<file path="src/rtl/rjd_pkg.sv">
// Shared types, constants and helper functions for the rod Jacobian derivative block.
// Depends on nothing; used by rjd_lane and rod_jacobian_derivative.
package rjd_pkg;

    localparam int FRAC_BITS_DEF = 24;
    localparam int WORD_W        = 32;
    localparam int WIDE_W        = 68;
    localparam int NUM_LANES     = 6;
    localparam int S_TDATA_W     = 200;
    localparam int M_TDATA_W     = 200;
    localparam int COL_W         = 3;

    localparam logic [1:0] OP_COSTATE = 2'd0;
    localparam logic [1:0] OP_MCOL    = 2'd1;
    localparam logic [1:0] OP_COMPUTE = 2'd2;

    localparam logic [2:0] CFG_MODEL  = 3'd6;

    typedef logic signed [WORD_W-1:0] word_t;
    typedef word_t [NUM_LANES-1:0]    vec6_t;
    typedef logic signed [WIDE_W-1:0] wide_t;

    typedef enum logic [2:0] {
        ST_NONE,
        ST_UMUL,
        ST_USAT,
        ST_EF,
        ST_MF,
        ST_MG,
        ST_MH
    } step_t;

    typedef struct packed {
        step_t      step;
        logic [2:0] j;
        logic       start;
    } lane_ctl_t;

    typedef enum logic [1:0] { EK_ZERO, EK_PROD, EK_U } ent_kind_t;
    typedef enum logic [1:0] { C_NONE, C_PONE, C_MONE } ent_cst_t;

    typedef struct packed {
        ent_kind_t  kind;
        logic       neg;
        ent_cst_t   cst;
        logic [2:0] mu_idx;
        logic       use_b;
        logic [2:0] idx;
    } ent_t;

    function automatic word_t sat32(input wide_t v);
        wide_t hi;
        wide_t lo;
        hi = WIDE_W'(32'sh7fffffff);
        lo = -WIDE_W'(33'sh080000000);
        if (v > hi) return word_t'(32'h7fffffff);
        if (v < lo) return word_t'(32'h80000000);
        return word_t'(v[WORD_W-1:0]);
    endfunction

    function automatic ent_t mk_p(input logic neg, input logic [2:0] mu,
                                  input logic use_b, input logic [2:0] idx,
                                  input ent_cst_t cst);
        ent_t e;
        e.kind = EK_PROD; e.neg = neg; e.cst = cst;
        e.mu_idx = mu; e.use_b = use_b; e.idx = idx;
        return e;
    endfunction

    function automatic ent_t mk_u(input logic neg, input logic [2:0] idx,
                                  input ent_cst_t cst);
        ent_t e;
        e.kind = EK_U; e.neg = neg; e.cst = cst;
        e.mu_idx = 3'd0; e.use_b = 1'b0; e.idx = idx;
        return e;
    endfunction

    function automatic ent_t mk_c(input ent_cst_t cst);
        ent_t e;
        e.kind = EK_ZERO; e.neg = 1'b0; e.cst = cst;
        e.mu_idx = 3'd0; e.use_b = 1'b0; e.idx = 3'd0;
        return e;
    endfunction

    // Describes entry (i, j) of F (is_h low) or H (is_h high).
    function automatic ent_t ent_desc(input logic is_h, input logic [2:0] i,
                                      input logic [2:0] j, input logic ext);
        ent_t e;
        e = mk_c(C_NONE);
        if (!is_h) begin
            unique case ({i, j})
                6'o01: e = mk_p(1'b0, 3'd2, 1'b1, 3'd0, C_NONE);
                6'o02: e = mk_p(1'b0, 3'd1, 1'b1, 3'd0, C_NONE);
                6'o04: if (ext) e = mk_p(1'b0, 3'd5, 1'b1, 3'd3, C_NONE);
                6'o05: if (ext) e = mk_p(1'b0, 3'd4, 1'b1, 3'd3, C_NONE);
                6'o10: e = mk_p(1'b0, 3'd2, 1'b1, 3'd1, C_NONE);
                6'o12: e = mk_p(1'b0, 3'd0, 1'b1, 3'd1, C_NONE);
                6'o13: if (ext) e = mk_p(1'b0, 3'd5, 1'b1, 3'd4, C_NONE);
                6'o15: begin
                    if (ext) e = mk_p(1'b0, 3'd3, 1'b1, 3'd4, C_PONE);
                    else     e = mk_c(C_PONE);
                end
                6'o20: e = mk_p(1'b0, 3'd1, 1'b1, 3'd2, C_NONE);
                6'o21: e = mk_p(1'b0, 3'd0, 1'b1, 3'd2, C_NONE);
                6'o23: if (ext) e = mk_p(1'b0, 3'd4, 1'b1, 3'd5, C_NONE);
                6'o24: begin
                    if (ext) e = mk_p(1'b0, 3'd3, 1'b1, 3'd5, C_MONE);
                    else     e = mk_c(C_MONE);
                end
                6'o31: e = mk_p(1'b1, 3'd5, 1'b0, 3'd1, C_NONE);
                6'o32: e = mk_p(1'b0, 3'd4, 1'b0, 3'd2, C_NONE);
                6'o34: e = mk_u(1'b0, 3'd2, C_NONE);
                6'o35: e = mk_u(1'b1, 3'd1, C_NONE);
                6'o40: e = mk_p(1'b0, 3'd5, 1'b0, 3'd0, C_NONE);
                6'o42: e = mk_p(1'b1, 3'd3, 1'b0, 3'd2, C_NONE);
                6'o43: e = mk_u(1'b1, 3'd2, C_NONE);
                6'o45: e = mk_u(1'b0, 3'd0, C_NONE);
                6'o50: e = mk_p(1'b1, 3'd4, 1'b0, 3'd0, C_NONE);
                6'o51: e = mk_p(1'b0, 3'd3, 1'b0, 3'd1, C_NONE);
                6'o53: e = mk_u(1'b0, 3'd1, C_NONE);
                6'o54: e = mk_u(1'b1, 3'd0, C_NONE);
                default: e = mk_c(C_NONE);
            endcase
        end else begin
            unique case ({i, j})
                6'o01: e = mk_u(1'b0, 3'd2, C_NONE);
                6'o02: e = mk_u(1'b1, 3'd1, C_NONE);
                6'o10: e = mk_u(1'b1, 3'd2, C_NONE);
                6'o12: e = mk_u(1'b0, 3'd0, C_NONE);
                6'o20: e = mk_u(1'b0, 3'd1, C_NONE);
                6'o21: e = mk_u(1'b1, 3'd0, C_NONE);
                6'o31: if (ext) e = mk_u(1'b0, 3'd5, C_NONE);
                6'o32: if (ext) e = mk_u(1'b1, 3'd4, C_NONE);
                6'o34: e = mk_u(1'b0, 3'd2, C_NONE);
                6'o35: e = mk_u(1'b1, 3'd1, C_NONE);
                6'o40: if (ext) e = mk_u(1'b1, 3'd5, C_NONE);
                6'o42: begin
                    if (ext) e = mk_u(1'b0, 3'd3, C_PONE);
                    else     e = mk_c(C_PONE);
                end
                6'o43: e = mk_u(1'b1, 3'd2, C_NONE);
                6'o45: e = mk_u(1'b0, 3'd0, C_NONE);
                6'o50: if (ext) e = mk_u(1'b0, 3'd4, C_NONE);
                6'o51: begin
                    if (ext) e = mk_u(1'b1, 3'd3, C_MONE);
                    else     e = mk_c(C_MONE);
                end
                6'o53: e = mk_u(1'b0, 3'd1, C_NONE);
                6'o54: e = mk_u(1'b1, 3'd0, C_NONE);
                default: e = mk_c(C_NONE);
            endcase
        end
        return e;
    endfunction

endpackage

</file>
<file path="src/rtl/rjd_lane.sv">
// One row lane: a shared 32x32 multiplier that forms the costate-compliance product,
// the row's matrix entries and the dM and dJ dot products. Depends on rjd_pkg.
module rjd_lane import rjd_pkg::*; #(
    parameter int FRAC_BITS = FRAC_BITS_DEF,
    parameter int LANE      = 0
) (
    input  logic      aclk,
    input  logic      aresetn,
    input  lane_ctl_t ctl,
    input  logic      ext,
    input  vec6_t     mu,
    input  vec6_t     comp,
    input  vec6_t     bdiff,
    input  vec6_t     m_col,
    input  vec6_t     j_col,
    input  vec6_t     u_all,
    output word_t     u_val,
    output word_t     dm,
    output word_t     dj
);

    localparam logic [2:0] ROW = 3'(LANE);

    logic signed [63:0] prod_reg, prod_next;
    step_t              tag_reg;
    wide_t              acc_m_reg, acc_j_reg;
    word_t              u_reg;
    wide_t              prod_sh, one_w, base, term;
    ent_t               desc;
    word_t              mul_a, mul_b, ent_val, g_val;

    assign one_w   = wide_t'(1) <<< FRAC_BITS;
    assign prod_sh = wide_t'(prod_reg >>> FRAC_BITS);

    always_comb begin
        desc = ent_desc(ctl.step == ST_MH, ROW, ctl.j, ext);
        unique case (desc.kind)
            EK_PROD: base = prod_sh;
            EK_U:    base = wide_t'(u_all[desc.idx]);
            default: base = '0;
        endcase
        term = desc.neg ? -base : base;
        unique case (desc.cst)
            C_PONE:  term = term + one_w;
            C_MONE:  term = term - one_w;
            default: term = term;
        endcase
        ent_val = sat32(term);
        g_val   = (ctl.j == ROW && (ext || LANE < 3)) ? comp[LANE] : '0;

        unique case (ctl.step)
            ST_UMUL: begin mul_a = mu[LANE];          mul_b = comp[LANE]; end
            ST_EF: begin
                mul_a = mu[desc.mu_idx];
                mul_b = desc.use_b ? bdiff[desc.idx] : comp[desc.idx];
            end
            ST_MF:   begin mul_a = ent_val; mul_b = m_col[ctl.j]; end
            ST_MG:   begin mul_a = g_val;   mul_b = m_col[ctl.j]; end
            ST_MH:   begin mul_a = ent_val; mul_b = j_col[ctl.j]; end
            default: begin mul_a = '0;      mul_b = '0;           end
        endcase
        prod_next = 64'(mul_a) * 64'(mul_b);
    end

    always_ff @(posedge aclk) begin
        prod_reg <= prod_next;
        if (!aresetn) begin
            tag_reg <= ST_NONE;
        end else begin
            tag_reg <= ctl.step;
        end
        if (ctl.step == ST_USAT) begin
            u_reg <= sat32(prod_sh);
        end
        if (ctl.start) begin
            acc_m_reg <= '0;
            acc_j_reg <= '0;
        end else if (tag_reg == ST_MF) begin
            acc_m_reg <= acc_m_reg + prod_sh;
        end else if (tag_reg == ST_MG || tag_reg == ST_MH) begin
            acc_j_reg <= acc_j_reg + prod_sh;
        end
    end

    assign u_val = u_reg;
    assign dm    = sat32(acc_m_reg);
    assign dj    = sat32(acc_j_reg);

endmodule

</file>
<file path="config.mk">
export PLATFORM = sky130hd
export DESIGN_NAME = rjd_lane
export DESIGN_NICKNAME = d
export VERILOG_FILES = /design/src/rtl/rjd_pkg.sv /design/src/rtl/rjd_lane.sv
export SDC_FILE = /design/constraint.sdc
export NUM_CORES = 2
export LEC_CHECK = 0
export BUFFER_PORTS_ARGS = -buffer_cell sky130_fd_sc_hd__buf_4
export CAP_MARGIN = 20
export CELL_PAD_IN_SITES_DETAIL_PLACEMENT = 0
export CELL_PAD_IN_SITES_GLOBAL_PLACEMENT = 2
export CORE_AREA = 2 2 484 486
export CTS_CLUSTER_SIZE = 24
export DETAILED_ROUTE_END_ITERATION = 10
export DIE_AREA = 0 0 486 488
export PLACE_DENSITY_LB_ADDON = 0.2
export SLEW_MARGIN = 20
export SYNTH_ARGS = -nofsm -noshare
export SYNTH_HDL_FRONTEND = slang
export SYNTH_SLANG_ARGS = --single-unit
</file>
<file path="constraint.sdc">
create_clock -name aclk -period 17.2 [get_ports aclk]
set_clock_uncertainty 0.2 [all_clocks]
set_input_delay 0.86 -clock aclk [delete_from_list [all_inputs] [get_ports aclk]]
set_output_delay 0.86 -clock aclk [all_outputs]
set_load 0.005 [all_outputs]
</file>
# Word-level counts from Yosys, hierarchy flattened
# Index checks and enable logic that the tools add are counted.
# totals
input_bits	1162
register_bits	235
out_inout_bits	96
# classes
muxes	54
bitwise	1
reduce_logical	5
n_mul	1
magnitude_cmp	11
addsub	5
n_eq_ne	17
# ops
operator	n
2-to-1 mux 32 bit	24
binary-select mux 32 bit (select 3 bit)	6
one-hot mux 68 bit (2 select lines)	2
one-hot mux 32 bit (4 select lines)	2
greater-than comparator 68 x 32 -> 1 bit (second input constant)	3
less-than comparator 68 x 32 -> 1 bit (second input constant)	3
adder 68 x 40 -> 68 bit	2
adder 68 x 26 -> 68 bit (second input constant)	1
2-to-1 mux 68 bit	1
negator 68 bit	1
subtractor 68 x 26 -> 68 bit (second input constant)	1
multiplier 32 x 32 -> 64 bit	1
one-hot mux 11 bit (4 select lines)	1
greater-than comparator 40 x 32 -> 1 bit (second input constant)	1
less-than comparator 40 x 32 -> 1 bit (second input constant)	1
equality test 3 bit (second input constant)	8
one-hot mux 12 bit (2 select lines)	1
2-to-1 mux 11 bit	2
2-to-1 mux 1 bit	14
less-than comparator 3 x 4 -> 1 bit (second input constant)	3
2-to-1 mux 12 bit	1
equality test 3 x 2 -> 1 bit (second input constant)	3
equality test 3 x 1 -> 1 bit (second input constant)	2
equality test 2 x 1 -> 1 bit (second input constant)	2
6 further kinds	8

# Depth between registers and ports, before layout
# logic_depth
ltp_word	17
mapped_depth	53
mapped_depth_nobuf	47

# Least setup slack after synthesis
# Ideal clock, no wire load.
# synth_timing
kind	input -> register
from	in ctl[1] (netlist bit)
to	reg prod_reg[60]
n_path_buf	5
cell_stages	49
arrival_time_ns	12.572
setup_time_ns	0.072
setup_slack_ns	4.355
cell_sequence	buf_2 -> o21bai_2 -> a21oi_2 -> and2_4 -> a222oi_1 -> ha_1 -> o221a_2 -> o2111ai_1 -> nor4_1 -> nand4b_1 -> a31oi_1 -> inv_1 -> a31o_2 -> clkbuf_1 -> clkbuf_1 -> a21oi_1 -> o21a_1 -> clkbuf_1 -> [... 13 more ...] -> inv_1 -> ha_1 -> a21o_1 -> a21o_1 -> a21o_1 -> a311oi_1 -> o21ai_0 -> a21o_1 -> a21o_1 -> a21o_1 -> a21o_1 -> a21oi_1 -> o21ai_0 -> a211oi_1 -> a21oi_1 -> o2111a_1 -> nor3_1 -> xnor2_1
# synth_via
elab_chain_cells	17
# synth_rtl
item	line	rtl
start: declaration	rjd_lane.sv:9	input lane_ctl_t ctl,
equality test 3 bit, or another cell as far along	rjd_pkg.sv:91	unique case ({i, j})
one-hot mux 11 bit (4 select lines) / one-hot mux 12 bit (2 select lines) (equally long branches)	rjd_pkg.sv:91, rjd_pkg.sv:125	
2-to-1 mux 12 bit	rjd_pkg.sv:90	if (!is_h) begin
binary-select mux 32 bit (select 3 bit)	rjd_lane.sv:39	EK_U: base = wide_t'(u_all[desc.idx]);
2-to-1 mux 32 bit (not written as such)	rjd_lane.sv:39	
one-hot mux 68 bit (2 select lines)	rjd_lane.sv:37	unique case (desc.kind)
negator 68 bit	rjd_lane.sv:42	term = desc.neg ? -base : base;
2-to-1 mux 68 bit	rjd_lane.sv:42	
subtractor 68 x 26 -> 68 bit / adder 68 x 26 -> 68 bit (equally long branches)	rjd_lane.sv:45, rjd_lane.sv:44	
one-hot mux 68 bit (2 select lines)	rjd_lane.sv:43	unique case (desc.cst)
less-than comparator 68 x 32 -> 1 bit	rjd_pkg.sv:57	if (v < lo) return word_t'(32'h80000000);
2-to-1 mux 1 bit (2 in series)	rjd_pkg.sv:57	
2-to-1 mux 32 bit	rjd_pkg.sv:58	return word_t'(v[WORD_W-1:0]);
2-to-1 mux 32 bit	rjd_pkg.sv:57	
one-hot mux 32 bit (4 select lines)	rjd_lane.sv:51	unique case (ctl.step)
multiplier 32 x 32 -> 64 bit *	rjd_lane.sv:62	prod_next = 64'(mul_a) * 64'(mul_b);
net prod_next[60]	rjd_lane.sv:24	logic signed [63:0] prod_reg, prod_next;
end signal: assignment	rjd_lane.sv:66	prod_reg <= prod_next;
end: declaration	rjd_lane.sv:24	
# Mark *: on every way through the listed nets, which the timed path passes. The rest lies on a longest branch. The select of a mux whose other input is x is not followed.
# A chain may end at the register's enable or synchronous reset.

# Worst setup path after layout
# Ends and elaborated chain as after synthesis.

==> reports/results.ini <==
[power_and_ir_drop]
power.density_mw_per_mm2 = 147.3
power_leakage_nw = 34.04
ir_drop_mv = 0.2320

[setup_path]
reg2reg_to = prod_reg[60]$_DFF_P_
critPathLaunchType = input port
cp_max_fo = 42
slowest_stage = a21oi_1
worstSetupEndpointType = flip-flop
reg2reg_depth = 42
startpoint = ctl[1]
slowest_delay_ns = 0.81
cp.required_ns = 17.53
reg2reg_slack_ns = 2.66
endpoint = prod_reg[60]$_DFF_P_
worstPathArrival_ns = 15.87
r2r-start = prod_reg[43]$_DFF_P_
criticalPathCategory = input port to flip-flop

[synthesis]
yosysMostFrequentCell = inv_1
synth_largest_area_cell = fa_1
syn_area_mm2 = 0.05829
synth_commonest_cells = inv_1, fa_1, nand2_1
synth.avg_cell_area_um2 = 8.279
ys_ff_latch = 211
ys_top_cells_by_area = fa_1, inv_1, ha_1, nand2_1, dfxtp_1
synthFlopType = dfxtp_1
synth_top_area_share_pct = 37.23
syn-num-nets = 9601
yosysSeqAreaShare_pct = 7.796
ys_warn_count = 0
synth-edff-count = 32
ys_types = 87
synthArstFlopShare_pct = 0
synthCells = 7041

[timing]
setup_viol = 0
max_freq_mhz = 64.39
drv_slew = 0
setup_ws_ns = 1.669
finalHoldViolCount = 0
fin_crit_ns = 15.53
setup_tns_ns = 0
max_slew_margin_pct = 24.68
fin_crit_sh_pct = 90.30
grt_setup_unrepaired = no
worstMarginPinSlew_ns = 1.098

[cts]
cts_resized = 0
cts_root_buf = clkbuf_16
numCtsBuffers = 35
post-cts-setup-buffers = 0
clkTransAtPathRegs_ns = 0.06
postCtsHoldBufs = 0
cts_tree = built
numClockSinks = 211
cts.htree.levels = 2
worstSkewPairLatency_ns = 0.61
cts.path.max_buffers = 3

[placed_design]
portBuffers = 937
post_dp_cell_area_mm2 = 0.06975
hpwl_um = 277500
globalplace.congestion = 0.9724
dp_slack_ns = 1.276
dp.cells = 10828

[detailed_routing]
drtIter0Drc = 4016
remaining_drc_errors = 0
vias_per_cell = 4.984
ant_nets = 0
num_vias = 54403
firstDrtPassIters = 7
avgRoutedWirePerCell_um = 30.31
drt_wl_total_um = 330900

[die]
die_area_mm2 = 0.2372
start_util_pct = 25.14
coreArea_mm2 = 0.2319
io-pin-count = 1258
die_height_um = 488
die_w_um = 486
placementRows = 177

[cells_and_area]
fin_nets = 10383
final_cells = 10916
n_fill_cell = 25050
drive_gt1_share_pct = 18.45
final_cell_area_mm2 = 0.07103
area_delta_synth_final_pct = 21.86

[worst_hold_path]
hold_class = flip-flop to flip-flop

[global_route]
grt_max_degree = 69
track_usage_pct = 27.52
gr-total-overflow = 0
grt_pass1_vias = 57215
antenna_found_initial = 74
grt_pass1_wl_um = 456000

[outcome]
status = finished, final reports clean

[run]
drv_cap = 0

[per-stage QoR]
stage	hold slack (ns)	util, %	total power [mW]
2_1_floorplan	0.2486	-	6.190
3_3_place_gp	0.2684	30.07	9.583
3_5_place_dp	0.2722	30.08	9.581
4_1_cts	0.2809	30.60	10.41
5_1_grt	0.2976	30.61	11.38
6_report	0.2783	30.63	10.46
[cell families (layout without fill, tap and decap cells)]
| family | after synthesis | count (layout) | share of synthesized area, % |
|---|---|---|---|
| simple gates | 2255 | 2255 | 16.52 |
| buf+inv | 1586 | 2392 | 10.23 |
| fa+ha+maj | 1398 | 1398 | 43.97 |
| compound gates | 1207 | 1207 | 13.80 |
| flops | 211 | 211 | 7.796 |
| mux | 195 | 195 | 4.847 |
| xor+xnor | 189 | 189 | 2.840 |
| other cells | 0 | 26 | 0 |
[layout make-up]
| class | instances | area, µm² | share of cell area, % |
|---|---|---|---|
| flip-flops and latches | 211 | 4546 | 6.399 |
| multi-input cells | 5244 | 48320 | 68.02 |
| diodes | 26 | 65.06 | 0.09159 |
| clock buffers | 42 | 932.1 | 1.312 |
| well taps | 3043 | 3807 | 5.360 |
| inverters | 1188 | 4459 | 6.278 |
| repair buffers | 1143 | 8645 | 12.17 |
| clock inverters | 19 | 262.8 | 0.3699 |
[worst max-delay path, delay by kind of cell]
| kind | cells | cell delay (ns) |
|---|---|---|
| adders and majority gates | 10 | 4.49 |
| buffers and inverters | 8 | 1.30 |
| AOI/OAI and AO/OA | 22 | 6.71 |
| xor gates and xnor gates | 1 | 0.15 |
| and+or+nand+nor | 6 | 2.18 |
[report_power, final]
part,leakage (nW),internal [mW],switching [mW]
registers,1.71,0.663,0.241
logic,31.8,3.27,5.52
clock network,0.572,0.464,0.306
total,34.0,4.39,6.07
[worst min-delay path by stage]
stage / startpoint / end / slack, ns / cells after the start
floorplan: acc_j_reg[31]$_SDFFE_PP0P_ / acc_j_reg[31]$_SDFFE_PP0P_ / 0.25 / 2
global placement: acc_m_reg[0]$_SDFFE_PP0N_ / acc_m_reg[0]$_SDFFE_PP0N_ / 0.27 / 2
detailed placement: acc_m_reg[3]$_SDFFE_PP0N_ / acc_m_reg[3]$_SDFFE_PP0N_ / 0.27 / 2
CTS: acc_m_reg[0]$_SDFFE_PP0N_ / acc_m_reg[0]$_SDFFE_PP0N_ / 0.28 / 2
global route: acc_m_reg[3]$_SDFFE_PP0N_ / acc_m_reg[3]$_SDFFE_PP0N_ / 0.30 / 2
finish: acc_m_reg[0]$_SDFFE_PP0N_ / acc_m_reg[0]$_SDFFE_PP0N_ / 0.28 / 2
[metal layers]
metal,global-route usage (%),wire length [µm]
met5,0,287
met4,12.38,17880
met3,4.970,22260
met2,44.12,150100
met1,36.02,140400
[cell usage in the layout, fill, tap and decap left out, drive strengths merged, types with 67 or more instances in the layout]
| cell type | count |
|---|---|
| nand3 | 118 |
| a21oi | 424 |
| a21o | 158 |
| fa | 1084 |
| a211oi | 95 |
| nand2 | 1036 |
| xnor2 | 128 |
| buf | 1142 |
| dfxtp | 179 |
| nand2b | 76 |
| o21ai | 106 |
| mux2i | 67 |
| a22oi | 104 |
| nor2 | 716 |
| inv | 1185 |
| ha | 314 |
Power figures use the tool's default switching activity.
